<file path="src/design/tmm_pkg.sv">
`timescale 1ns / 1ps
`default_nettype none

package tmm_pkg;

    // One input item: an A element, the B element at the same position and the final-block flag
    typedef struct packed {
        logic signed [31:0] a_value;
        logic signed [31:0] b_value;
        logic               final_block;
    } operand_t;

    // One result item: a C element and the end-of-tile mark
    typedef struct packed {
        logic signed [31:0] c_value;
        logic               last;
    } result_t;

    // Controls one MAC issue slot
    typedef struct packed {
        logic valid;
        logic first_k;
        logic last_k;
    } issue_ctl_t;

    typedef enum logic [1:0] {
        ST_LOAD,
        ST_CALC,
        ST_DRAIN,
        ST_EMIT
    } tmm_state_t;

endpackage : tmm_pkg

`default_nettype wire

</file>
<file path="src/design/tmm_accum_store.sv">
`timescale 1ns / 1ps
`default_nettype none

module tmm_accum_store
    import tmm_pkg::*;
#(
    parameter int TILE = 8
) (
    input  wire logic                                clk,
    input  wire logic                                rst_n,
    input  wire logic                                rd_en,
    input  wire logic [$clog2(TILE*TILE)-1:0]        rd_addr,
    input  wire logic                                clr_en,
    input  wire logic                                wr_en,
    input  wire logic [$clog2(TILE*TILE)-1:0]        wr_addr,
    input  wire logic [31:0]                         wr_data,
    output logic [31:0]                              rd_data
);

    localparam int AREA = TILE * TILE;

    logic [31:0]     c_mem [AREA];
    logic [31:0]     c_q_reg;
    logic [AREA-1:0] valid_reg;
    logic [AREA-1:0] valid_next;
    logic            hit_reg;
    logic            hit_next;

    always_ff @(posedge clk)
    begin
        if (wr_en)
        begin
            c_mem[wr_addr] <= wr_data;
        end
        if (rd_en)
        begin
            c_q_reg <= c_mem[rd_addr];
        end
    end

    // An entry never written since reset or since it was emitted reads as zero
    always_comb
    begin
        valid_next = valid_reg;
        if (clr_en)
        begin
            valid_next[rd_addr] = 1'b0;
        end
        if (wr_en)
        begin
            valid_next[wr_addr] = 1'b1;
        end
        hit_next = rd_en ? valid_reg[rd_addr] : hit_reg;
    end

    always_ff @(posedge clk or negedge rst_n)
    begin
        if (!rst_n)
        begin
            valid_reg <= '0;
            hit_reg   <= 1'b0;
        end
        else
        begin
            valid_reg <= valid_next;
            hit_reg   <= hit_next;
        end
    end

    assign rd_data = hit_reg ? c_q_reg : '0;

endmodule : tmm_accum_store

`default_nettype wire

</file>
<file path="config.mk">
export PLATFORM = sky130hd
export DESIGN_NAME = tmm_accum_store
export DESIGN_NICKNAME = d
export VERILOG_FILES = /design/src/design/tmm_pkg.sv /design/src/design/tmm_accum_store.sv
export SDC_FILE = /design/constraint.sdc
export NUM_CORES = 2
export LEC_CHECK = 0
export ABC_AREA = 1
export CAP_MARGIN = 20
export CORE_AREA = 4 4 468 470
export DETAILED_ROUTE_END_ITERATION = 8
export DIE_AREA = 0 0 472 474
export DONT_BUFFER_PORTS = 1
export PLACE_DENSITY_LB_ADDON = 0.05
export SLEW_MARGIN = 0
export SYNTH_ARGS = -nofsm -noshare
export SYNTH_HDL_FRONTEND = slang
export SYNTH_SLANG_ARGS = --single-unit
</file>
<file path="constraint.sdc">
create_clock -name clk -period 4.15 [get_ports clk]
set_input_delay 0.2075 -clock clk [delete_from_list [all_inputs] [get_ports clk]]
set_output_delay 0.2075 -clock clk [all_outputs]
set_load 0.05 [all_outputs]
</file>
==> run_results.csv <==
group,metric,value,unit
outcome,outcome,"finished with violations",
outcome,violations,"slew limit",
worst_setup_path,critical_path_arrival,4710,ps
route,viasPerCell,5.44,
worst_setup_path,worst_setup_path_start_kind,"primary input",
cells_and_area,area_growth,15.0,%
worst_setup_path,crit_slowest_cell,"inv_16",
floorplanning,initial_core_util,39.9,%
floorplanning,die_h,474,um
worst_setup_path,crit_start,"rd_addr[0]",
logic_synthesis,ys_seq_area_share,74.9,%
worst_hold_path,hold_depth,6,
timing,fmax,0.252,GHz
timing,worst-slew-pin-transition,2020,ps
logic_synthesis,syn-cell-area,0.0855,mm^2
route,wire_per_inst,30.0,um
cts,cts_tree,"yes",
timing,finalSetupViolations,0,
cells_and_area,drive_gt1_share,8.47,%
pwr,comb_power_share,6.1,%
cts,clkTransAtPathRegs,60,ps
route,wl,308000,um
worst_setup_path,cp.depth,12,
worst_setup_path,crit_fanout,620,
cts,clock-root-buffer,"clkbuf_16",
global_routing,antenna_found_initial,17,
timing,hold_violations,0,
logic_synthesis,synth_common_cells,"nand2_1 (3016), edfxtp_1 (2080), a21oi_1 (522)",
worst_setup_path,path_class,"primary input to flop",
worst_hold_path,hold_class,"primary input to flop",
logic_synthesis,syn_area_per_cell,12.0,um^2
floorplanning,row_count,170,
placed_design,io_buffers,0,
cts,htreeDepth,4,
floorplanning,ios,81,
cells_and_area,nNetsFinal,7313,
global_routing,grt_max_degree,621,
logic_synthesis,synthArstFlopShare,3.03,%
cts,numCtsBuffers,232,
cts,cts.sink_count,2145,
worst_setup_path,r2r_slack,1160,ps
timing,fin_tns_setup,0,ps
timing,skew,39.4,ps
job,cap_violations,0,
global_routing,grt_usage,27.1,%
pwr,p_leak,35.4,nW
logic_synthesis,synthMostInstantiatedCell,"nand2_1",
placed_design,place.gp.congestion,0.806,
global_routing,grt_overflow,0,
route,dr_total_vias,56000,
logic_synthesis,synth_fp_nets,7188,
worst_setup_path,critPathMaxStageDelay,850,ps
logic_synthesis,synth_area_leaders,"edfxtp_1 (73%), nand2_1 (13%), a21oi_1 (3.1%), dfrtp_1 (1.9%), buf_2 (1.4%)",
placed_design,dp_hpwl,161000,um
worst_setup_path,required,4890,ps
worst_setup_path,reg2reg_depth,11,
pwr,clock_power_share,42.0,%
worst_setup_path,crit_path_end,"hit_reg$_DFFE_PN0P_",
timing,post-route-min-period,3970,ps
cells_and_area,instances_no_fill,10300,
pwr,swShare,23.2,%
route,drtPass1Iterations,6,
route,drt_iter0_drc,6682,
logic_synthesis,synthCells,7139,
worst_setup_path,cp_top_family,"buffers and inverters",
worst_setup_path,critPathCaptureType,"flop",
route,drc,0,
logic_synthesis,ys_ff_latch,2145,
floorplanning,dieArea,0.224,mm^2
timing,slew_viol_final,312,
worst_setup_path,critPathMostFrequentCell,"dlygate4sd3_1",
logic_synthesis,synth_top_area_share,73.0,%
global_routing,grt_pass1_wl,427000,um
worst_setup_path,crit_chain,"inv_16, buf_12, nand2_1, nand3_1, nand2_1, o21ai_0, nand3_1, dlygate4sd3_1, nor2_1, dlygate4sd3_1, a21oi_1, dlygate4sd3_1",
timing,relSlewSlack,-34.6,%
pwr,ir_drop,0.461,mV
cts,clk_path_buf_depth,3,
timing,period_share,95.6,%
pwr,p_int,35.9,mW
worst_setup_path,r2r_end,"hit_reg$_DFFE_PN0P_",
cts,clk_latency,860,ps
worst_setup_path,reg2reg_from,"valid_reg[17]$_DFF_PN0_",
pwr,powerDensity,474,mW/mm^2
pwr,seqPwrFrac,51.9,%
floorplanning,coreArea,0.214,mm^2
logic_synthesis,yosysUniqueCellTypes,31,
logic_synthesis,synth_edf_count,2080,
logic_synthesis,yosysWarningCount,0,
worst_setup_path,crit_buf_inv,5,
timing,rsz0062_at_grt,"false",
logic_synthesis,yosys_most_used_dff,"edfxtp_1",
pwr,switchingPower,10.8,mW
floorplanning,die_w,472,um
route,antenna_left,0,
cells_and_area,largest_reg_flops,2048,
logic_synthesis,yosys.area.top_type,"edfxtp_1",
global_routing,grt_pass1_vias,52700,
placed_design,placed_cells,9767,
per-stage QoR:
| stage | instance area [um^2] | utilization (%) | total power, mW | hold WS (ps) | setup slack, ps |
|---|---|---|---|---|---|
| 2_1_floorplan | 85500 | - | 26.1 | -88.1 | 1450 |
| 3_3_place_gp | 89600 | 41.8 | 26.8 | -86.4 | 915 |
| 3_5_place_dp | 89600 | 41.8 | 26.8 | -86.6 | 873 |
| 4_1_cts | 98300 | 45.9 | 47.0 | 1.62 | 805 |
| 5_1_grt | 98300 | 45.9 | 48.1 | 41.6 | 502 |
| 6_report | 98400 | 45.9 | 46.7 | 66.3 | 184 |
what timing repair did:
item,4_1_cts,5_1_grt
hold buffers,101,0
gates resized for setup,0,0
buffers inserted,0,0
hold endpoints to repair,2288,0
how the worst min path moves through the flow:
stage | endpoint | start | slack, ps
final | c_q_reg[9]$_DFFE_PP_ | rd_addr[2] | 70
after global routing | c_q_reg[9]$_DFFE_PP_ | rd_addr[2] | 40
after CTS | c_q_reg[9]$_DFFE_PP_ | rd_addr[2] | 2
after detailed placement | valid_reg[8]$_DFF_PN0_ | rst_n | -90
after global placement | valid_reg[41]$_DFF_PN0_ | rst_n | -90
after floorplan | hit_reg$_DFFE_PN0P_ | rst_n | -90
logic make-up after synthesis:
kind of cell | after synthesis | synth area share [%]
simple gates | 3537 | 16.5
compound gates | 945 | 5.84
buf+inv | 512 | 2.78
flops | 2145 | 74.9
cell usage in the layout (no fill, tap or decap), types with 36 or more instances in the layout:
cell type and n:
a21oi_1 522, nand4_1 69, o21ai_1 98, inv_1 130, nor2_4 69, dfrtp_1 64
edfxtp_1 2080, nand2_1 3016, nand3b_1 70, nand3_1 40, or2_1 36, clkbuf_1 60
dlygate4sd3_1 63, clkinv_1 64, buf_12 47, nor2_1 153, or2_2 42, buf_4 120
a22oi_1 91, buf_16 36, o21ai_0 219, clkbuf_16 237
final cells by class:
| class | instances | area [um^2] |
|---|---|---|
| flip-flops and latches | 2145 | 64100 |
| inverters | 137 | 561 |
| repair buffers | 266 | 3460 |
| multi-input cells | 4482 | 19600 |
| well taps | 2838 | 3550 |
| diodes | 6 | 15.0 |
| clock inverters | 121 | 855 |
| fillers | 19600 | 116000 |
| clock buffers | 300 | 6200 |
layer usage:
metal  GRT usage, %  wire length (um)  vias up
met2           43.4            144000     2078
met4           6.30              7170        2
li1               -                 -    24900
met3           3.80             20600      377
met5              0                12        -
met1           39.3            137000    28700
power groups by stage:
| stage | Clock, mW | Sequential, mW | Combinational [mW] |
|---|---|---|---|
| 3_5_place_dp | 0 | 24.7 | 2.16 |
| 5_1_grt | 20.9 | 24.2 | 3.06 |
| 2_1_floorplan | 0 | 24.6 | 1.47 |
| 4_1_cts | 19.9 | 24.2 | 2.84 |
| 3_3_place_gp | 0 | 24.7 | 2.16 |
| 6_report | 19.6 | 24.2 | 2.85 |
tightest hold or removal path, cell delays in order:
cell and delay [ps]:
nand2_1 70, nand2_1 100, nand2_1 120, nand2_1 160, nor2_1 50, nand2_1 50
No activity file was read; power rests on OpenSTA's default activity.
