$ cat config.mk
export PLATFORM = sky130hd
export DESIGN_NAME = tmm_operand_store
export DESIGN_NICKNAME = d
export VERILOG_FILES = /design/src/design/tmm_pkg.sv /design/src/design/tmm_operand_store.sv
export SDC_FILE = /design/constraint.sdc
export NUM_CORES = 2
export LEC_CHECK = 0
export CORE_ASPECT_RATIO = 1.1
export CORE_MARGIN = 10
export CORE_UTILIZATION = 40
export DETAILED_ROUTE_END_ITERATION = 12
export DONT_BUFFER_PORTS = 1
export PLACE_DENSITY_LB_ADDON = 0.1
export SYNTH_ARGS = -nofsm -noshare
export SYNTH_HDL_FRONTEND = slang
export SYNTH_SLANG_ARGS = --single-unit
$ cat constraint.sdc
create_clock -name clk -period 4.4 [get_ports clk]
set_clock_uncertainty 0.1 [all_clocks]
set_input_delay 0.44 -clock clk [delete_from_list [all_inputs] [get_ports clk]]
set_output_delay 0.44 -clock clk [all_outputs]
set_load 0.02 [all_outputs]
$ cat src/design/tmm_pkg.sv
`timescale 1ns / 1ps
`default_nettype none

package tmm_pkg;

    // One input item: an A element, the B element at the same position and the final-block flag
    typedef struct packed {
        logic signed [31:0] a_value;
        logic signed [31:0] b_value;
        logic               final_block;
    } operand_t;

    // One result item: a C element and the end-of-tile mark
    typedef struct packed {
        logic signed [31:0] c_value;
        logic               last;
    } result_t;

    // Controls one MAC issue slot
    typedef struct packed {
        logic valid;
        logic first_k;
        logic last_k;
    } issue_ctl_t;

    typedef enum logic [1:0] {
        ST_LOAD,
        ST_CALC,
        ST_DRAIN,
        ST_EMIT
    } tmm_state_t;

endpackage : tmm_pkg

`default_nettype wire

$ cat src/design/tmm_operand_store.sv
`timescale 1ns / 1ps
`default_nettype none

module tmm_operand_store
    import tmm_pkg::*;
#(
    parameter int TILE = 8
) (
    input  wire logic                                clk,
    input  wire logic                                wr_en,
    input  wire logic [$clog2(TILE*TILE)-1:0]        wr_addr,
    input  wire logic [31:0]                         wr_a,
    input  wire logic [31:0]                         wr_b,
    input  wire logic                                rd_en,
    input  wire logic [$clog2(TILE*TILE)-1:0]        rd_addr_a,
    input  wire logic [$clog2(TILE*TILE)-1:0]        rd_addr_b,
    output logic [31:0]                              rd_a,
    output logic [31:0]                              rd_b
);

    localparam int AREA = TILE * TILE;

    logic [31:0] a_mem [AREA];
    logic [31:0] b_mem [AREA];
    logic [31:0] a_q_reg;
    logic [31:0] b_q_reg;

    // Write the arriving pair, read both operands of the next MAC
    always_ff @(posedge clk)
    begin
        if (wr_en)
        begin
            a_mem[wr_addr] <= wr_a;
            b_mem[wr_addr] <= wr_b;
        end
        if (rd_en)
        begin
            a_q_reg <= a_mem[rd_addr_a];
            b_q_reg <= b_mem[rd_addr_b];
        end
    end

    assign rd_a = a_q_reg;
    assign rd_b = b_q_reg;

endmodule : tmm_operand_store

`default_nettype wire

==> impl_metrics.prom <==
# TYPE chip_impl_metric gauge
chip_impl_info{name="worstReg2RegEnd",value="rd_b[29]"} 1
chip_impl_info{name="dominantRegCellSynth",value="edfxtp_1"} 1
chip_impl_metric{name="finish.cell_count_without_fillers",unit=""} 12700
chip_impl_metric{name="drt_iter0_markers",unit=""} 8842
chip_impl_metric{name="cell_count_after_placement",unit=""} 11700
chip_impl_metric{name="initial_util",unit=""} 0.401
chip_impl_info{name="grt_setup_unrepaired",value="false"} 1
chip_impl_metric{name="clk_latency",unit="ns"} 0.98
chip_impl_metric{name="std_cell_rows",unit=""} 241
chip_impl_metric{name="grt_remaining_overflow",unit=""} 0
chip_impl_metric{name="post-cts-setup-buffers",unit=""} 0
chip_impl_info{name="failed_checks",value="slew limit"} 1
chip_impl_metric{name="count_of_buffers_inserted_at_the_top_level_ports",unit=""} 0
chip_impl_metric{name="hold_fails_final_rpt",unit=""} 0
chip_impl_metric{name="routed_via_density",unit=""} 5.94
chip_impl_metric{name="post_synth.cell_area_avg",unit="um2"} 23.8
chip_impl_metric{name="finalCriticalPeriod",unit="ns"} 3.36
chip_impl_metric{name="htreeDepth",unit=""} 5
chip_impl_metric{name="drtAntennaViolNets",unit=""} 0
chip_impl_metric{name="fin_total_pwr",unit="mW"} 84.4
chip_impl_metric{name="num-nets-final",unit=""} 7142
chip_impl_metric{name="gp_congestion",unit=""} 0.793
chip_impl_metric{name="hold_ws",unit="ns"} 0.0849
chip_impl_metric{name="max-vdd-ir-drop",unit="mV"} 0.414
chip_impl_metric{name="synth_cell_types",unit=""} 55
chip_impl_info{name="synth_top_area_cell",value="edfxtp_1"} 1
chip_impl_metric{name="worstPathArrival",unit="ns"} 3.98
chip_impl_info{name="min-delay-path-class",value="primary input to register"} 1
chip_impl_metric{name="dpl_worst_slack",unit="ns"} 0.481
chip_impl_info{name="startpoint_of_the_most_critical_register_to_register_path",value="b_mem[60][29]"} 1
chip_impl_metric{name="die_width",unit="um"} 617
chip_impl_info{name="setup.worst_path.start_class",value="primary input"} 1
chip_impl_metric{name="syn2layout_area_growth",unit="%"} 15.7
chip_impl_info{name="root_buffer",value="clkbuf_16"} 1
chip_impl_metric{name="synth_edf_count",unit=""} 4160
chip_impl_metric{name="firstDrtPassIters",unit=""} 5
chip_impl_metric{name="setup_ws",unit="ns"} 1.04
chip_impl_metric{name="filler_cell_count",unit=""} 32200
chip_impl_metric{name="core-area",unit="um2"} 391000
chip_impl_metric{name="total_leakage_power",unit="nW"} 55.5
chip_impl_metric{name="cts_resized",unit=""} 0
chip_impl_info{name="tritoncts",value="yes"} 1
chip_impl_metric{name="final_min_period_over_clock_period",unit=""} 0.764
chip_impl_metric{name="synth_cells",unit=""} 6600
chip_impl_metric{name="grt_first_pass_wirelength",unit="mm"} 661
chip_impl_metric{name="grt_pass1_vias",unit=""} 76500
chip_impl_info{name="criticalPathCategory",value="primary input to register"} 1
chip_impl_metric{name="register_area_share_after_synthesis",unit=""} 0.797
chip_impl_metric{name="cts.clk_slew.worst_paths",unit="ns"} 0.06
chip_impl_metric{name="clock_tree.buffer_depth",unit=""} 4
chip_impl_metric{name="die-area",unit="um2"} 418000
chip_impl_metric{name="timing.hold.worst_path_depth",unit=""} 4
chip_impl_metric{name="die_h",unit="um"} 677
chip_impl_metric{name="ys_seq_elements",unit=""} 4160
chip_impl_metric{name="pd_cells",unit="nW/um2"} 465
chip_impl_metric{name="timing_worst_slew_pin_value",unit="ns"} 1.66
chip_impl_metric{name="syn-num-nets",unit=""} 6685
chip_impl_metric{name="drv.max_cap_violation_count",unit=""} 0
chip_impl_metric{name="hpwlAfterDp",unit="mm"} 262
chip_impl_metric{name="final_layout_size_suffix_gt1_frac",unit=""} 0.276
chip_impl_metric{name="reg2reg_setup_slack",unit="ns"} 1.75
chip_impl_metric{name="postRouteWirelength",unit="mm"} 480
chip_impl_metric{name="clock_buffers_created_by_tritoncts",unit=""} 442
chip_impl_metric{name="netlist_area",unit="um2"} 157000
chip_impl_metric{name="setup_viol_count_final",unit=""} 0
chip_impl_info{name="yosys-top-cells-area",value="edfxtp_1 (80%), mux4_2 (15%), o22ai_1 (1.1%), mux2i_1 (0.49%), buf_2 (0.40%)"} 1
chip_impl_metric{name="route.detailed.wl_per_inst",unit="um"} 37.9
chip_impl_metric{name="max_freq",unit="GHz"} 0.298
chip_impl_metric{name="antenna_violations_before_repair",unit=""} 22
chip_impl_info{name="outcome",value="complete, but fails checks"} 1
chip_impl_info{name="endpoint_kind",value="register"} 1
chip_impl_metric{name="critical_path_peak_fanout",unit=""} 232
chip_impl_metric{name="grt_max_degree",unit=""} 512
chip_impl_metric{name="slew_violations",unit=""} 158
chip_impl_metric{name="final_core_util",unit=""} 0.464
chip_impl_metric{name="reg2reg_depth",unit=""} 5
chip_impl_metric{name="post-route-drc-count",unit=""} 0
chip_impl_metric{name="io_pins",unit=""} 149
chip_impl_metric{name="groute.usage.overall",unit=""} 0.225
chip_impl_metric{name="async_flop_share",unit=""} 0
chip_impl_metric{name="synth_top_area_share",unit=""} 0.797
chip_impl_metric{name="routed-via-count",unit=""} 75200
chip_impl_info{name="crit_start",value="rd_addr_a[2]"} 1
chip_impl_info{name="critPathCapture",value="rd_a[24]"} 1
chip_impl_metric{name="synth.yosys.warnings",unit=""} 0
chip_impl_metric{name="cts.sinks",unit=""} 4160
chip_impl_metric{name="critical_path_required",unit="ns"} 5.02
chip_impl_metric{name="slew_headroom",unit=""} -0.110
==> state kept, by name (all words and copies together) (netlist names) <==
signal	cells
a_mem	2048
rd_a	32
b_mem	2048
rd_b	32
==> metrics by stage <==
step                      cell area (um2)  setup TNS, ns
after floorplan                    157000         -80.64
after global placement             164000          -1.51
after detailed placement           165000              0
after CTS                          181000              0
after global routing               181000              0
final                              181000              0
==> timing repair <==
action	in CTS	in global routing
setup endpoints to repair	0	0
endpoints found under the hold margin	4231	0
hold buffers	159	0
==> metal layers <==
metal  global-route usage  vias up  routed length, um
met2                0.368     2858             233000
met5                    0        -                 40
met1                0.319    42100             202000
li1                     -    29600                  -
met3               0.0381      577              31900
met4               0.0547        6              13700
==> worst min-delay path by stage <==
stage / start / endpoint / slack, ns
after floorplan: wr_a[0] / a_mem[0][0] / 0.44
after global placement: wr_b[27] / b_mem[61][27] / 0.44
after detailed placement: wr_b[27] / b_mem[63][27] / 0.44
after CTS: rd_addr_b[4] / rd_b[20] / 0.005
after global routing: rd_addr_b[3] / rd_b[31] / 0.01
final: rd_addr_b[1] / rd_b[4] / 0.08
==> layout by cell type (no fill, tap or decap), drive strengths merged, types with 23 or more instances in the layout <==
cell type,count
a21oi,47
clkbuf,528
o22a,24
nand2,67
a211oi,34
bufinv,41
mux2,38
clkinv,212
o21ai,53
and2,28
nor2,104
buf,279
mux4,1022
nor4,48
o221ai,50
edfxtp,4160
nor3,34
nor2b,28
o21a,23
mux2i,77
o22ai,284
dlygate4sd3,89
==> synth_stat cells (all sizes together) (47+ instances only) <==
cell type / count
a21oi: 47
buf: 243
clkbuf: 112
edfxtp: 4160
mux2i: 77
mux4: 1022
nand2: 67
nor2: 104
nor4: 48
o21ai: 53
o221ai: 50
o22ai: 284
==> area by class of cell <==
type | instances | area, um2 | area share
clock inverter | 280 | 2550 | 0.0140
inverter | 5 | 18.8 | 0.000103
multi-input combinational | 2080 | 30500 | 0.168
timing repair buffer | 368 | 5360 | 0.0295
clock buffer | 528 | 11500 | 0.0636
antenna | 10 | 25.0 | 0.000138
sequential | 4160 | 125000 | 0.688
tap | 5224 | 6540 | 0.0360
==> worst max-delay path, cell delays in order <==
cell           delay, ns
nor2b_1             0.50
nand2b_2            0.86
o22ai_1             0.71
nor4_2              0.11
buf_4               0.20
o22a_1              0.20
dlygate4sd3_1       0.55
==> report_power, final <==
group | internal (mW) | switching (mW)
registers | 44.0 | 0.280
clock network | 21.0 | 15.5
logic | 1.52 | 2.04
==> logic make-up (layout without fill, tap and decap cells) <==
family	Yosys count	in the layout	share of synthesized area
other	0	10	0
AND/OR/NAND/NOR	361	361	0.0113
buffers and inverters	360	1181	0.0129
AO/OA/AOI/OAI	582	582	0.0249
flip-flops	4160	4160	0.797
multiplexers	1137	1137	0.154
(Power assumes the default switching activity.)
