--- config.mk ---
export PLATFORM = sky130hd
export DESIGN_NAME = tmm_ctrl
export DESIGN_NICKNAME = d
export VERILOG_FILES = /design/src/design/tmm_pkg.sv /design/src/design/tmm_ctrl.sv
export SDC_FILE = /design/constraint.sdc
export NUM_CORES = 1
export LEC_CHECK = 0
export ABC_AREA = 0
export ABC_CLOCK_PERIOD_IN_PS = 1800
export BUFFER_PORTS_ARGS = -buffer_cell sky130_fd_sc_hd__buf_2
export CORE_ASPECT_RATIO = 0.6
export CORE_MARGIN = 2
export CORE_UTILIZATION = 52
export CTS_BUF_LIST = sky130_fd_sc_hd__clkbuf_8
export CTS_CLUSTER_DIAMETER = 60
export CTS_CLUSTER_SIZE = 24
export DETAILED_ROUTE_END_ITERATION = 7
export GPL_TIMING_DRIVEN = 0
export MAX_ROUTING_LAYER = met4
export PLACE_DENSITY = 0.86
export SETUP_SLACK_MARGIN = 0.05
export SLEW_MARGIN = 25
export SYNTH_ARGS = -nofsm -noshare
export SYNTH_HDL_FRONTEND = slang
export SYNTH_SLANG_ARGS = --single-unit
--- constraint.sdc ---
create_clock -name clk -period 1.8 [get_ports clk]
set_input_delay 0.45 -clock clk [delete_from_list [all_inputs] [get_ports clk]]
set_output_delay 0.45 -clock clk [all_outputs]
set_load 0.02 [all_outputs]
--- src/design/tmm_pkg.sv ---
`timescale 1ns / 1ps
`default_nettype none

package tmm_pkg;

    // One input item: an A element, the B element at the same position and the final-block flag
    typedef struct packed {
        logic signed [31:0] a_value;
        logic signed [31:0] b_value;
        logic               final_block;
    } operand_t;

    // One result item: a C element and the end-of-tile mark
    typedef struct packed {
        logic signed [31:0] c_value;
        logic               last;
    } result_t;

    // Controls one MAC issue slot
    typedef struct packed {
        logic valid;
        logic first_k;
        logic last_k;
    } issue_ctl_t;

    typedef enum logic [1:0] {
        ST_LOAD,
        ST_CALC,
        ST_DRAIN,
        ST_EMIT
    } tmm_state_t;

endpackage : tmm_pkg

`default_nettype wire

--- src/design/tmm_ctrl.sv ---
`timescale 1ns / 1ps
`default_nettype none

module tmm_ctrl
    import tmm_pkg::*;
#(
    parameter int TILE = 8
) (
    input  wire logic                                clk,
    input  wire logic                                rst_n,
    input  wire logic                                start,
    input  wire logic                                final_block,
    input  wire logic                                pipe_busy,
    output logic                                     busy,
    output logic                                     st_wr_en,
    output logic [$clog2(TILE*TILE)-1:0]             st_wr_addr,
    output logic [$clog2(TILE*TILE)-1:0]             a_rd_addr,
    output logic [$clog2(TILE*TILE)-1:0]             b_rd_addr,
    output issue_ctl_t                               issue,
    output logic [$clog2(TILE*TILE)-1:0]             issue_c_addr,
    output logic                                     emit_rd_en,
    output logic [$clog2(TILE*TILE)-1:0]             emit_addr,
    output logic                                     strobe,
    output logic                                     last
);

    localparam int AREA   = TILE * TILE;
    localparam int AREA_W = $clog2(AREA);
    localparam int IDX_W  = $clog2(TILE);
    localparam logic [AREA_W-1:0] TILE_A   = AREA_W'(TILE);
    localparam logic [AREA_W-1:0] AREA_END = AREA_W'(AREA - 1);
    localparam logic [IDX_W-1:0]  IDX_END  = IDX_W'(TILE - 1);

    tmm_state_t        state_reg;
    tmm_state_t        state_next;
    logic [AREA_W-1:0] pair_count_reg;
    logic [AREA_W-1:0] pair_count_next;
    logic [IDX_W-1:0]  r_reg;
    logic [IDX_W-1:0]  r_next;
    logic [IDX_W-1:0]  c_reg;
    logic [IDX_W-1:0]  c_next;
    logic [IDX_W-1:0]  k_reg;
    logic [IDX_W-1:0]  k_next;
    logic [AREA_W-1:0] emit_reg;
    logic [AREA_W-1:0] emit_next;
    logic              final_reg;
    logic              final_next;
    logic              strobe_reg;
    logic              strobe_next;
    logic              last_reg;
    logic              last_next;
    logic              accept;
    logic              tile_full;
    logic              calc_end;
    logic              emit_end;

    assign accept    = start && (state_reg == ST_LOAD);
    assign tile_full = accept && (pair_count_reg == AREA_END);
    assign calc_end  = (r_reg == IDX_END) && (c_reg == IDX_END) && (k_reg == IDX_END);
    assign emit_end  = (emit_reg == AREA_END);

    // Next state
    always_comb
    begin
        state_next = state_reg;
        case (state_reg)
            ST_LOAD:
            begin
                if (tile_full)
                begin
                    state_next = ST_CALC;
                end
            end
            ST_CALC:
            begin
                if (calc_end)
                begin
                    state_next = ST_DRAIN;
                end
            end
            ST_DRAIN:
            begin
                if (!pipe_busy)
                begin
                    state_next = final_reg ? ST_EMIT : ST_LOAD;
                end
            end
            ST_EMIT:
            begin
                if (emit_end)
                begin
                    state_next = ST_LOAD;
                end
            end
            default:
            begin
                state_next = ST_LOAD;
            end
        endcase
    end

    // Counters and flags
    always_comb
    begin
        pair_count_next = pair_count_reg;
        r_next          = r_reg;
        c_next          = c_reg;
        k_next          = k_reg;
        emit_next       = emit_reg;
        final_next      = final_reg;
        if (accept)
        begin
            pair_count_next = tile_full ? '0 : pair_count_reg + 1'b1;
            final_next      = final_block;
            r_next          = '0;
            c_next          = '0;
            k_next          = '0;
            emit_next       = '0;
        end
        if (state_reg == ST_CALC)
        begin
            k_next = (k_reg == IDX_END) ? '0 : k_reg + 1'b1;
            if (k_reg == IDX_END)
            begin
                c_next = (c_reg == IDX_END) ? '0 : c_reg + 1'b1;
                if (c_reg == IDX_END)
                begin
                    r_next = (r_reg == IDX_END) ? '0 : r_reg + 1'b1;
                end
            end
        end
        if (state_reg == ST_EMIT)
        begin
            emit_next = emit_end ? '0 : emit_reg + 1'b1;
        end
    end

    // Outputs
    always_comb
    begin
        busy          = (state_reg != ST_LOAD);
        st_wr_en      = accept;
        st_wr_addr    = pair_count_reg;
        a_rd_addr     = AREA_W'(r_reg) * TILE_A + AREA_W'(k_reg);
        b_rd_addr     = AREA_W'(k_reg) * TILE_A + AREA_W'(c_reg);
        issue_c_addr  = AREA_W'(r_reg) * TILE_A + AREA_W'(c_reg);
        issue.valid   = (state_reg == ST_CALC);
        issue.first_k = (k_reg == '0);
        issue.last_k  = (k_reg == IDX_END);
        emit_rd_en    = (state_reg == ST_EMIT);
        emit_addr     = emit_reg;
        strobe_next   = (state_reg == ST_EMIT);
        last_next     = (state_reg == ST_EMIT) && emit_end;
    end

    always_ff @(posedge clk or negedge rst_n)
    begin
        if (!rst_n)
        begin
            state_reg      <= ST_LOAD;
            pair_count_reg <= '0;
            r_reg          <= '0;
            c_reg          <= '0;
            k_reg          <= '0;
            emit_reg       <= '0;
            final_reg      <= 1'b0;
            strobe_reg     <= 1'b0;
            last_reg       <= 1'b0;
        end
        else
        begin
            state_reg      <= state_next;
            pair_count_reg <= pair_count_next;
            r_reg          <= r_next;
            c_reg          <= c_next;
            k_reg          <= k_next;
            emit_reg       <= emit_next;
            final_reg      <= final_next;
            strobe_reg     <= strobe_next;
            last_reg       <= last_next;
        end
    end

    assign strobe = strobe_reg;
    assign last   = last_reg;

    // A result only follows a C read issued while emitting
    a_strobe_after_emit: assert property (@(posedge clk) disable iff (!rst_n)
        strobe_reg |-> $past(state_reg == ST_EMIT))
        else $error("result strobe without an emit read");

    // The end-of-tile mark rides only on a strobed result
    a_last_with_strobe: assert property (@(posedge clk) disable iff (!rst_n)
        last_reg |-> strobe_reg)
        else $error("last raised without strobe");

    // Emitting starts only once every accumulator write has landed
    a_emit_after_drain: assert property (@(posedge clk) disable iff (!rst_n)
        (state_reg == ST_EMIT) |-> !pipe_busy)
        else $error("emit overlaps the MAC pipeline");

    // A new tile starts computing from the first element
    a_calc_from_origin: assert property (@(posedge clk) disable iff (!rst_n)
        $rose(state_reg == ST_CALC) |-> (r_reg == '0 && c_reg == '0 && k_reg == '0))
        else $error("tile computation started off origin");

endmodule : tmm_ctrl

`default_nettype wire

==> out/metrics.yaml <==
synth_adder_area_share_pct: 8.11
synth_seq_area_share_pct: 46.8
ant_nets: 0
critPathLaunchType: "register"
wl_per_cell_um: 16.1
pre_cts_ws_ns: -0.153
max-slew-margin-rel_pct: 62.3
grt.total_usage_pct: 24.7
max_stage_delay_ns: 0.43
r2r_setup_slack_ns: 0.18
fin_ws_ns: 0.0279
synth.mux.area_fraction_pct: 0.721
port_buffers: 42
cts_tree: "yes"
die_y_um: 44.0
clk_pin_slew_ns: 0.09
clockBufferDepth: 2
grt_first_pass_wirelength_mm: 5.69
leakagePower_nw: 0.960
ys_ff_latch: 26
grt_setup_unrepaired: "true"
synth_area_sq_mm: 0.00139
gp_congestion: 0.862
critPathKind: "reg -> out"
die_area_sq_mm: 0.00311
firstDrtPassIters: 4
final.setup.tns_ns: 0
crit_start: "state_reg[1]"
crit_arrival_ns: 1.32
vias_per_cell: 5.73
grt_pass1_vias: 1179
n_antenna_cell: 0
synth_nets: 155
cts_buffers: 3
hold_buffers: 0
n_fill_cell: 193
final_common_cell: "buf_2"
drv_cap: 0
cts_root_buf: "clkbuf_8"
crit_chain: "or3b_4 > inv_4 > buf_6"
clk_latency_ns: 0.27
yosysWarnings: 0
syn_avg_cell_area_sq_um: 9.85
worstMarginPinSlew_ns: 0.565
synth_top_family_by_area: "simple AND/OR/NAND/NOR gates"
antenna_found_initial: 0
setup_viol_count_final: 0
path_max_fanout: 3
drc: 0
fin_crit_ns: 1.77
place_inst: 215
wl_mm: 3.55
final.setup_skew_ns: 0.000901
start_util_pct: 55.1
gr-total-overflow: 0
ys_types: 36
power_density_mw_per_mm2: 1250
area_delta_synth_final_pct: 28.4
finalNetCount: 204
vias: 1266
max_freq_ghz: 0.564
synth_xor_area_share_pct: 1.89
synth-simple-area-share_pct: 18.4
die_w_um: 70.7
cts.sinks: 26
endpoint_kind: "primary output"
reg2reg_to: "st_wr_addr[0]"
synth_cells: 141
core-area_sq_mm: 0.00252
synth_compound_area_share_pct: 15.0
io-pin-count: 43
cts_htree_levels: 1
r2r-start: "state_reg[1]"
cpMaxStageDelayCell: "or3b_4"
layout-drive-gt1-share_pct: 37.6
status: "complete, no violations"
stdcell_count: 221
grt_max_degree: 27
row_count: 14
slew_viol_final: 0
multi_input_area_sq_um: 644
drt_iter0_markers: 75
required_ns: 1.35
hold_violations: 0
finalCritPeriodShare_pct: 98.5
min_path_type: "in -> async"
vdd_ir_drop_max_mv: 0.535
final_cell_mix: "37 x buf_2, 25 x dfrtp_1, 20 x buf_4"
cp-endpoint: "st_wr_en"
r2r_cells: 5
dpl.hpwl_mm: 2.35
register_area_sq_um: 652
power breakdown:
group	internal (mW)	switching [mW]
registers	0.688	0.137
clock network	0.298	0.188
logic	0.379	0.547
layout make-up:
class | count | area share [%]
tap | 32 | 2.25
inverter | 6 | 1.40
clock inverter | 1 | 1.68
sequential | 26 | 36.6
multi-input combinational | 94 | 36.1
clock buffer | 3 | 2.32
timing repair buffer | 49 | 15.6
buffer | 10 | 4.00
cell usage after synthesis:
cell type / count / area (sq um)
dfrtp_1: 26 / 651
nand3_1: 17 / 85.1
nand2_1: 16 / 60.1
o21ai_0: 12 / 60.1
buf_4: 10 / 75.1
ha_1: 9 / 113
inv_1: 6 / 22.5
a22o_1: 4 / 35.0
nor2_1: 4 / 15.0
o31ai_1: 4 / 30.0
a32o_1: 2 / 20.0
buf_2: 2 / 10.0
clkbuf_1: 2 / 7.51
nand2b_1: 2 / 12.5
nor2b_1: 2 / 12.5
nor3_1: 2 / 10.0
xnor2_1: 2 / 17.5
a21oi_1: 1 / 5.00
a311oi_1: 1 / 8.76
a31oi_1: 1 / 6.26
a32oi_1: 1 / 8.76
a41oi_1: 1 / 8.76
and3b_1: 1 / 8.76
buf_6: 1 / 11.3
mux2i_1: 1 / 10.0
nand3b_1: 1 / 7.51
nand4_1: 1 / 6.26
nand4b_1: 1 / 8.76
o211ai_1: 1 / 7.51
o2bb2ai_1: 1 / 8.76
o41ai_1: 1 / 8.76
or2_2: 1 / 6.26
or3_1: 1 / 6.26
or3b_1: 1 / 8.76
or4_1: 1 / 7.51
xor2_1: 1 / 8.76
critical path: cells and delay by family, from the launching register on:
kind	cells	cell delay [ns]
buf+inv	2	0.19
simple gates	1	0.43
flops	1	0.42
routing by layer:
metal,GRT usage [%],wire length [um]
met2,41.3,1680
met5,-,0
met1,31.9,1580
met4,2.26,6
met3,7.06,288
kinds of logic after synthesis:
logic type	Yosys count
simple gates	51
mux	1
fa+ha+maj	9
xor+xnor	3
buf+inv	21
flops	26
compound gates	30
stage by stage:
step                      instance area (sq um)  hold slack [ns]  power, mW  utilization, %
after floorplan                            1390            0.154       1.35               -
after global placement                     1640            0.477       1.57            65.1
after detailed placement                   1640            0.485       1.61            65.1
after CTS                                  1820            0.183       2.24            72.3
after global routing                       1780            0.197       2.35            70.7
final                                      1780            0.157       2.24            70.7
how the worst min path moves through the flow:
stage	start	to	slack, ns	cells past startpoint
after CTS	rst_n	st_wr_addr[4]	0.18	1
after floorplan	rst_n	c_reg[0]	0.15	0
after global placement	rst_n	c_reg[1]	0.48	1
after detailed placement	rst_n	c_reg[2]	0.48	1
final	rst_n	c_reg[1]	0.16	1
after global routing	rst_n	state_reg[0]	0.20	1
timing repair:
item	4_1_cts	5_1_grt
buffers inserted	7	0
endpoints found under the setup margin	4	21
pin swaps	3	1
gates resized for setup	18	3
Power figures use the tool's default switching activity.
