**src/design/tmm_pkg.sv**
```systemverilog
`timescale 1ns / 1ps
`default_nettype none

package tmm_pkg;

    // One input item: an A element, the B element at the same position and the final-block flag
    typedef struct packed {
        logic signed [31:0] a_value;
        logic signed [31:0] b_value;
        logic               final_block;
    } operand_t;

    // One result item: a C element and the end-of-tile mark
    typedef struct packed {
        logic signed [31:0] c_value;
        logic               last;
    } result_t;

    // Controls one MAC issue slot
    typedef struct packed {
        logic valid;
        logic first_k;
        logic last_k;
    } issue_ctl_t;

    typedef enum logic [1:0] {
        ST_LOAD,
        ST_CALC,
        ST_DRAIN,
        ST_EMIT
    } tmm_state_t;

endpackage : tmm_pkg

`default_nettype wire

```
**src/design/tmm_mac.sv**
```systemverilog
`timescale 1ns / 1ps
`default_nettype none

module tmm_mac
    import tmm_pkg::*;
#(
    parameter int TILE = 8
) (
    input  wire logic                                clk,
    input  wire logic                                rst_n,
    input  wire issue_ctl_t                          issue,
    input  wire logic [$clog2(TILE*TILE)-1:0]        issue_c_addr,
    input  wire logic [31:0]                         a_q,
    input  wire logic [31:0]                         b_q,
    input  wire logic [31:0]                         c_q,
    output logic                                     c_rd_en,
    output logic [$clog2(TILE*TILE)-1:0]             c_rd_addr,
    output logic                                     c_wr_en,
    output logic [$clog2(TILE*TILE)-1:0]             c_wr_addr,
    output logic [31:0]                              c_wr_data,
    output logic                                     pipe_busy
);

    localparam int AREA_W = $clog2(TILE * TILE);

    issue_ctl_t          s1_ctl_reg;
    issue_ctl_t          s2_ctl_reg;
    logic [AREA_W-1:0]   s1_addr_reg;
    logic [AREA_W-1:0]   s2_addr_reg;
    logic [AREA_W-1:0]   s3_addr_reg;
    logic                s3_valid_reg;
    logic [31:0]         prod_reg;
    logic [31:0]         prod_next;
    logic [31:0]         sum_reg;
    logic [31:0]         sum_next;
    logic [31:0]         s3_sum_reg;

    // Low 32 bits of the product are the same for signed and unsigned operands
    assign prod_next = a_q * b_q;

    always_comb
    begin
        sum_next = (s2_ctl_reg.first_k ? 32'd0 : sum_reg) + prod_reg;
    end

    always_ff @(posedge clk or negedge rst_n)
    begin
        if (!rst_n)
        begin
            s1_ctl_reg   <= '0;
            s2_ctl_reg   <= '0;
            s3_valid_reg <= 1'b0;
        end
        else
        begin
            s1_ctl_reg   <= issue;
            s2_ctl_reg   <= s1_ctl_reg;
            s3_valid_reg <= s2_ctl_reg.valid && s2_ctl_reg.last_k;
        end
    end

    always_ff @(posedge clk)
    begin
        s1_addr_reg <= issue_c_addr;
        s2_addr_reg <= s1_addr_reg;
        s3_addr_reg <= s2_addr_reg;
        if (s1_ctl_reg.valid)
        begin
            prod_reg <= prod_next;
        end
        if (s2_ctl_reg.valid)
        begin
            sum_reg    <= sum_next;
            s3_sum_reg <= sum_next;
        end
    end

    // Fetch the old C entry as the dot product completes, add it back next cycle
    assign c_rd_en   = s2_ctl_reg.valid && s2_ctl_reg.last_k;
    assign c_rd_addr = s2_addr_reg;
    assign c_wr_en   = s3_valid_reg;
    assign c_wr_addr = s3_addr_reg;
    assign c_wr_data = c_q + s3_sum_reg;
    assign pipe_busy = s1_ctl_reg.valid || s2_ctl_reg.valid || s3_valid_reg;

endmodule : tmm_mac

`default_nettype wire

```
**config.mk**
```make
export PLATFORM = sky130hd
export DESIGN_NAME = tmm_mac
export DESIGN_NICKNAME = d
export VERILOG_FILES = /design/src/design/tmm_pkg.sv /design/src/design/tmm_mac.sv
export SDC_FILE = /design/constraint.sdc
export NUM_CORES = 1
export LEC_CHECK = 0
export BUFFER_PORTS_ARGS = -buffer_cell sky130_fd_sc_hd__buf_2
export CAP_MARGIN = 0
export CORE_ASPECT_RATIO = 0.8
export CORE_MARGIN = 10
export CORE_UTILIZATION = 25
export DETAILED_ROUTE_END_ITERATION = 10
export MAX_ROUTING_LAYER = met4
export SYNTH_ARGS = -nofsm -noshare
export SYNTH_HDL_FRONTEND = slang
export SYNTH_SLANG_ARGS = --single-unit
```
**constraint.sdc**
```tcl
create_clock -name clk -period 4.9 [get_ports clk]
set_clock_uncertainty 0.1 [all_clocks]
set_input_delay 1.225 -clock clk [delete_from_list [all_inputs] [get_ports clk]]
set_output_delay 1.225 -clock clk [all_outputs]
set_load 0.01 [all_outputs]
```
==> results.tsv, run 1 <==
metric	value	unit
cp-end-kind	register	
drt_iter0_drc	829	
ys_async_sr_fraction	0.0787	
drv_cap	0	
status	finished with violations	
wl	60500	um
final_cell_count_no_fill	3747	
ys_warn_count	0	
violations	negative setup slack	
synth_cell_types	65	
rsz0062_at_grt	true	
r2r_setup_slack	1240	ps
arrival	7260	ps
ys_ff_latch	89	
startpoint_type	input pin	
nets	3327	
hold_path_class	reg2reg	
root_buffer	clkbuf_16	
clkLatencyLatePin	360	ps
cts_buffer_depth	2	
die_h	281	um
coreArea	84300	um^2
dp.cells	3705	
netlist_area	21300	um^2
critPathKind	in2reg	
vias	15923	
dpl.hpwl	53000	um
die_w	347	um
grt_pass1_vias	17064	
fin_crit	7250	ps
overflow	0	
hold_violations	0	
cts_sinks	89	
cts_tree	done	
dp_slack	-3020	ps
synth_top_area_share	0.385	
finalCritPeriodShare	1.48	
cts_hold_buffers	0	
layout_setup_ws	-2350	ps
synth_edf_count	64	
slew_violations	0	
syn_inst	2261	
hold_path.startpoint	s1_addr_reg[5]	
worstPathMaxFanout	12	
drc	0	
synthFlopType	edfxtp_1	
synth_area_per_cell	9.44	um^2
drtAntennaViolNets	0	
fin_tns_setup	-45270	ps
synth_nets	2963	
io_buffers	153	
worstMarginPinSlew	485	ps
synth_area_leader_cell	fa_1	
fmax	0.138	GHz
viasPerCell	4.25	
synth_area_leaders	fa_1 (38%), ha_1 (11%), edfxtp_1 (9.0%)	
drive_gt1_frac	0.243	
grt_max_degree	35	
synth_common_cells	inv_1 (413), fa_1 (410), and2_1 (306)	
dr.pass1.iters	6	
h-tree-depth	3	
grt_usage	0.128	
clkSlewWorstSetupHoldPaths	70	ps
grt_pass1_wl	96700	um
rr_startpoint	s2_ctl_reg[1]	
ys_seq_area_frac	0.115	
fp.dieArea	97500	um^2
required	4910	ps
slew_headroom	0.676	
wire_per_inst	16.1	um
setup_violations	26	
gp_congestion	0.894	
cts_buffers	9	
antenna_found_initial	2	
ioPinCount	154	
syn_to_final_growth	26.9	%
yosysMostFrequentCell	inv_1	
cp-startpoint	b_q[11]	
num_rows	95	
initial_utilization	0.253	
==> area by class of cell <==
cell class                 count  area [um^2]
fill                        8630        57200
multi-input combinational   1670        18000
timing repair buffer         442         3340
sequential                    89         2460
inverter                     413         1550
tap                         1115         1400
clock buffer                   9          225
clock inverter                 7         96.3
antenna                        2         5.00
==> kinds of logic after synthesis <==
family	Yosys count	synth area share
fa+ha+maj	595	0.493
mux	1	0.000528
xor+xnor	138	0.0566
flops	89	0.115
compound gates	228	0.0733
buf+inv	502	0.0883
simple gates	708	0.173
==> timing repair <==
item                       in CTS  in global routing
pin swaps                     106                 97
gates resized for setup       165                 96
buffers inserted               19                  9
setup endpoints to repair      35                 36
==> final timing paths <==
check                      cells past startpoint              to
max                                           20    prod_reg[30]
min                                            0    c_rd_addr[5]
max reg2reg                                   13  s3_sum_reg[30]
min reg2reg                                    0    c_rd_addr[5]
max in group asynchronous                      1   s2_ctl_reg[1]
min in group asynchronous                      1         c_wr_en
==> routing by layer <==
metal / vias up / track usage / wire length, um
met5: - / - / 0
met4: 0 / 0.0260 / 880
met3: 31 / 0.0296 / 4170
met2: 369 / 0.183 / 24700
met1: 7844 / 0.183 / 30800
li1: 7679 / - / -
==> placed cells by master (no fill, tap or decap), types with 8 or more instances in the layout <==
cell type and instances:
clkbuf_16 9, nand2_1 249, and3_1 8, edfxtp_1 64, ha_1 145, a21oi_1 42, a21o_1 42, o21ai_1 10
and2_1 288, nand2b_1 9, nor2b_1 37, a21oi_2 22, buf_12 8, inv_1 397, and2_4 18, buf_6 50
nor3_1 12, xnor2_1 100, fa_1 385, ha_4 39, xor2_1 32, buf_2 121, fa_2 25, nand3_1 12
buf_4 256, inv_2 16, o21a_1 19, nor2_1 34, dfxtp_1 18, o21bai_1 8, o21ai_0 16
==> through the flow <==
| stage | hold slack, ps | util | instance area (um^2) |
|---|---|---|---|
| 2_1_floorplan | 210 | - | 21700 |
| 3_3_place_gp | 210 | 0.302 | 25500 |
| 3_5_place_dp | 212 | 0.302 | 25500 |
| 4_1_cts | 228 | 0.316 | 26600 |
| 5_1_grt | 237 | 0.321 | 27100 |
| 6_report | 227 | 0.321 | 27100 |
==> worst max-delay path, cell delays in order <==
cell	delay, ps
buf_4	240
buf_4	190
nand2_1	80
fa_1	530
inv_1	50
fa_1	580
inv_1	80
fa_1	550
inv_1	60
fa_1	400
fa_1	470
fa_1	570
fa_1	430
fa_1	490
ha_4	300
nand4_1	150
o311a_1	420
o41ai_2	200
a21oi_1	110
xnor2_1	140
Power of run 1 is not shown: default switching activity piles up to over one toggle a cycle in this logic, so the estimate is an artifact.
==> run 2, diff against run 1 <==
--- a/config.mk
+++ b/config.mk
@@ -9,7 +9,7 @@
 export CAP_MARGIN = 0
 export CORE_ASPECT_RATIO = 0.8
 export CORE_MARGIN = 10
-export CORE_UTILIZATION = 25
+export CORE_UTILIZATION = 45
 export DETAILED_ROUTE_END_ITERATION = 10
 export MAX_ROUTING_LAYER = met4
 export SYNTH_ARGS = -nofsm -noshare
==> run 2 against run 1 <==
  * The run still ends with negative setup slack left
  * Worst setup slack lost 82 ps
  * Design area down 2.1%
  * Critical path depth up 3
  * Register-to-register slack lost 80 ps
  * Sequential share of layout area is 0.19 points higher
  * Fmax down 1.1%
  * Sequential cell count is the same
  * Via count rose by 2.9%
  * Non-clock buffer count shrank 4
  * Core utilization up 24 points
  * Worst hold slack worse by 1.0 ps
  * Critical path type unchanged
  * Critical endpoint is now prod_reg[31]
  * Highest routed layer unchanged
==> results.tsv, run 2 (synthesis gave the netlist of run 1 again) <==
metric	value	unit	change
drive_gt1_frac	0.242		-0.00115
clkSlewWorstSetupHoldPaths	60	ps	about the same
dr.pass1.iters	5		-1
die_h	215	um	-24%
num_rows	71		-25%
critical-path-max-stage-delay	550	ps	-30 ps
layout_setup_ws	-2430	ps	-81.9 ps
initial_utilization	0.454		+0.201
crit_slowest_cell	fa_1		
timing.hold.ws	226	ps	-1.01 ps
io_buffers	153		unchanged
cts_tree	done		
wl	59700	um	-1.3%
dp.cells	3191		-14%
syn_to_final_growth	24.3	%	
drtAntennaViolNets	0		unchanged
antenna_found_initial	0		-2
cts_buffers	9		unchanged
cts_sinks	89		unchanged
required	4890	ps	-20 ps
layout_common_cells	inv_1 (394), fa_1 (381), and2_1 (284), nand2_1 (250), buf_4 (222)		
crit_chain	buf_4 -> buf_6 -> buf_12 -> and2_1 -> fa_1 -> inv_1 -> fa_1 -> fa_1 -> inv_2 -> fa_1 -> inv_1 -> fa_1 -> fa_1 -> fa_1 -> fa_2 -> xnor2_2 -> xnor2_1 -> xnor2_1 -> xnor2_1 -> xnor2_1 -> xnor2_2 -> xnor2_2 -> xnor2_1		
startpoint_type	input pin		
root_buffer	clkbuf_16		
drv_cap	0		unchanged
grt_max_degree	35		unchanged
wire_per_inst	18.4	um	+14%
h-tree-depth	3		unchanged
final_cell_count_no_fill	3246		-13%
gp_congestion	0.941		+5.3%
nets	3323		-0.12%
violations	negative setup slack		
drc	0		unchanged
worstPathMaxFanout	7		-5
grt_pass1_wl	96400	um	-0.26%
vias	16389		+2.9%
die_w	263	um	-24%
rsz0062_at_grt	true		
worstMarginPinSlew	493	ps	+7.47 ps
hold_path_class	reg2reg		
ioPinCount	154		unchanged
fin_crit	7330	ps	+81.9 ps
cp-end-kind	register		
fmax	0.136	GHz	-1.1%
clkLatencyLatePin	340	ps	-20 ps
antenna_cells	0		-2
drt_iter0_drc	1119		+35%
dpl.hpwl	50600	um	-4.6%
final_common_cell	inv_1		
viasPerCell	5.05		+19%
grt_usage	0.217		+0.0889
critPathKind	in2reg		
status	finished with violations		
fp.dieArea	56600	um^2	-42%
cts_buffer_depth	2		unchanged
coreArea	47000	um^2	-44%
arrival	7320	ps	+60 ps
finalCritPeriodShare	1.50		+0.0167
slew_violations	0		unchanged
slew_headroom	0.672		-0.00498
setup_violations	26		unchanged
cp_common_cell	fa_1		
hold_violations	0		unchanged
overflow	0		unchanged
grt_pass1_vias	17655		+3.5%
-- run 2: cell count changes in the layout (fill, tap and decap cells not counted), moves of 4 or more --
| cell | before | now |
|---|---|---|
| a21oi_2 | 22 | 17 |
| a21oi_1 | 42 | 46 |
| fa_1 | 385 | 381 |
| buf_12 | 8 | 17 |
| and2_1 | 288 | 284 |
| ha_4 | 39 | 35 |
| and2_4 | 18 | 22 |
| fa_2 | 25 | 29 |
| buf_6 | 50 | 60 |
| buf_2 | 121 | 132 |
| buf_4 | 256 | 222 |
-- run 2: worst paths after layout --
check	from	depth (start not counted)	to	slack, ps
worst max-delay path	a_q[13]	23	prod_reg[31]	-2430
worst min-delay path	s1_addr_reg[3]	0	c_rd_addr[3]	230
worst max register to register	s2_ctl_reg[1]	13	s3_sum_reg[30]	1160
worst min register to register	s1_addr_reg[3]	0	c_rd_addr[3]	230
max in group asynchronous	rst_n	1	s2_ctl_reg[2]	3940
min in group asynchronous	rst_n	1	c_wr_en	600
-- run 2: repair_timing --
action	CTS	global route
gates cloned	0	2
setup buffers	33	15
endpoints found under the setup margin	37	38
hold buffers	0	0
pin swaps	122	72
gates resized for setup	158	93
-- run 2: metal layers --
metal	GRT usage	part of all wire
met5	-	0
met1	0.304	0.48
met2	0.321	0.43
met3	0.0434	0.076
met4	0.0461	0.019
-- run 2: area by class of cell --
type | instances | area (um^2)
well taps | 620 | 776
fillers | 4138 | 20500
repair buffers | 438 | 3460
clock buffers | 11 | 233
clock inverters | 5 | 80.1
multi-input cells | 1670 | 18000
flip-flops and latches | 89 | 2460
inverters | 413 | 1550
-- run 2: per-stage QoR --
step           instance area, um^2  TNS [ps]   util  setup slack, ps
2_1_floorplan                21700    -46990      -            -2680
3_3_place_gp                 24800    -58230  0.528            -2880
3_5_place_dp                 24800    -60350  0.528            -2990
4_1_cts                      26000    -48310  0.554            -2420
5_1_grt                      26500    -53120  0.565            -2630
6_report                     26500    -48280  0.565            -2430
-- run 2: worst max-delay path, delay by kind of cell --
family        cells  cell delay, ps
xor+xnor          8            1500
buf+inv           6             530
simple gates      1             180
fa+ha+maj         8            3870
Power of run 2 is left out for the same reason.
==> run 3, diff against run 2 <==
==> constraint.sdc (replaced) <==
create_clock -name clk -period 8.79 [get_ports clk]
set_clock_uncertainty 0.1 [all_clocks]
set_input_delay 0.879 -clock clk [delete_from_list [all_inputs] [get_ports clk]]
set_output_delay 0.879 -clock clk [all_outputs]
set_load 0.01 [all_outputs]
==> run 3 against run 2 <==
  * The run now ends clean
  * Critical path depth unchanged
  * Clock-buffer cell count decreased by 2
  * Register-to-register slack improved by 3900 ps
  * Cell count decreased by 8.6%
  * Critical path type unchanged
  * Highest routed layer unchanged
==> results.tsv, run 3 (synthesis gave the netlist of run 1 again) <==
metric	value	unit	change
status	complete, no violations		
cp_common_cell	fa_1		
root_buffer	clkbuf_16		
fin_tns_setup	0	ps	+48280 ps
h-tree-depth	3		unchanged
cts_sinks	89		unchanged
cts_tree	done		
worstPathMaxFanout	23		+16
clkSlewWorstSetupHoldPaths	80	ps	+20 ps
clkLatencyLatePin	350	ps	about the same
die_w	263	um	unchanged
crit_chain	buf_2 -> and2_1 -> fa_1 -> fa_1 -> fa_1 -> inv_1 -> fa_1 -> inv_1 -> fa_1 -> ha_1 -> fa_1 -> inv_1 -> fa_1 -> inv_1 -> ha_1 -> a21oi_1 -> nand2_1 -> a2bb2oi_1 -> a31oi_1 -> o311a_1 -> o41ai_1 -> a21oi_1 -> xnor2_1		
finalCritPeriodShare	0.859		
cts_buffers	9		unchanged
hold_path.startpoint	s1_addr_reg[1]		
fin_area	22900	um^2	-14%
setup_violations	0		-100%
fp.dieArea	56600	um^2	unchanged
cts_hold_buffers	0		unchanged
grt_pass1_vias	16828		-4.7%
grt_usage	0.207		-0.0100
critPathTopFamily	adder cells		
antenna_found_initial	4		+4
die_h	215	um	unchanged
drv_cap	0		unchanged
crit_buf_inv	5		-1
nets	3042		-8.5%
cp-end-kind	register		
slew_headroom	0.480		-0.191
layout_common_cells	inv_1 (413), fa_1 (410), and2_1 (306), nand2_1 (252), ha_1 (185)		
overflow	0		unchanged
hold_path_class	reg2reg		
vias	15458		-5.7%
final_common_cell	inv_1		
dp_slack	893	ps	+3880 ps
critPathKind	in2reg		
post_cts_buffers	0		-100%
dr.pass1.iters	7		+2
startpoint_type	input pin		
drt_iter0_drc	1007		-10%
slew_violations	0		unchanged
grt_pass1_wl	92200	um	-4.4%
io_buffers	153		unchanged
fmax	0.132	GHz	
ioPinCount	154		unchanged
layout_setup_ws	1240	ps	+3670 ps
grt_max_degree	35		unchanged
drc	0		unchanged
wl	57000	um	-4.6%
cts_resized	0		-100%
critical-path-max-stage-delay	590	ps	+40 ps
rr_startpoint	s2_ctl_reg[1]		
place_area	22600	um^2	-9.0%
fin_crit	7550	ps	
cp-startpoint	a_q[9]		
wire_per_inst	19.2	um	+4.4%
dpl.hpwl	46400	um	-8.3%
initial_utilization	0.454		unchanged
crit_slowest_cell	a31oi_1		
hold_violations	0		unchanged
cts_buffer_depth	2		unchanged
syn_to_final_growth	7.22	%	
rsz0062_at_grt	false		
arrival	7560	ps	+240 ps
coreArea	47000	um^2	unchanged
viasPerCell	5.21		+3.2%
worstMarginPinSlew	780	ps	+287 ps
gp_congestion	0.898		-4.6%
drive_gt1_frac	0.0810		-0.161
num_rows	71		unchanged
required	8800	ps	+3910 ps
drtAntennaViolNets	0		unchanged
-- run 3: cell count changes in the layout (fill, tap and decap cells not counted), sizes merged --
cell      previous run  this run
buf                435       157
bufinv               2         0
clkinv               1         2
inv                413       418
diode                0         3
clkinvlp             2         0
clkbuf              14         9
-- run 3: layout make-up --
| cell class | count | area [um^2] |
|---|---|---|
| timing repair buffer | 157 | 796 |
| fill | 4525 | 24100 |
| antenna | 3 | 7.51 |
| multi-input combinational | 1670 | 17000 |
| inverter | 413 | 1550 |
| sequential | 89 | 2460 |
| clock inverter | 7 | 71.3 |
| clock buffer | 9 | 225 |
| tap | 620 | 776 |
-- run 3: stage by stage --
stage | std cells | hold slack, ps | utilization
floorplan | 2261 | 210 | -
global route | 2968 | 233 | 0.487
detailed placement | 2949 | 213 | 0.480
CTS | 2965 | 231 | 0.487
finish | 2968 | 227 | 0.487
global placement | 2949 | 210 | 0.480
-- run 3: final timing paths --
kind / endpoint / slack [ps] / depth (start not counted)
worst max-delay path: prod_reg[30] / 1240 / 23
worst min-delay path: c_rd_addr[1] / 230 / 0
worst max register to register: s3_sum_reg[30] / 5020 / 14
worst min register to register: c_rd_addr[1] / 230 / 0
max in group asynchronous: s1_ctl_reg[1] / 8200 / 1
min in group asynchronous: c_wr_en / 240 / 1
-- run 3: metal layers --
layer	track usage	vias to the layer above	wire, um
met5	-	-	0
met3	0.0289	54	3400
met2	0.314	465	25400
met1	0.292	7836	27200
met4	0.0409	0	994
li1	-	7103	-
-- run 3: worst reg2reg max path: stages (launching register included) --
cell and delay [ps]:
dfrtp_1 370, buf_4 240, nor2b_1 180, ha_1 200, inv_1 70, fa_1 430, nor2b_1 130, o21a_1 160
o21ai_0 100, a21oi_1 400, a21oi_1 250, o31a_1 400, o21ai_1 270, nor3b_1 80, a311oi_1 210
Power of run 3 is left out for the same reason.
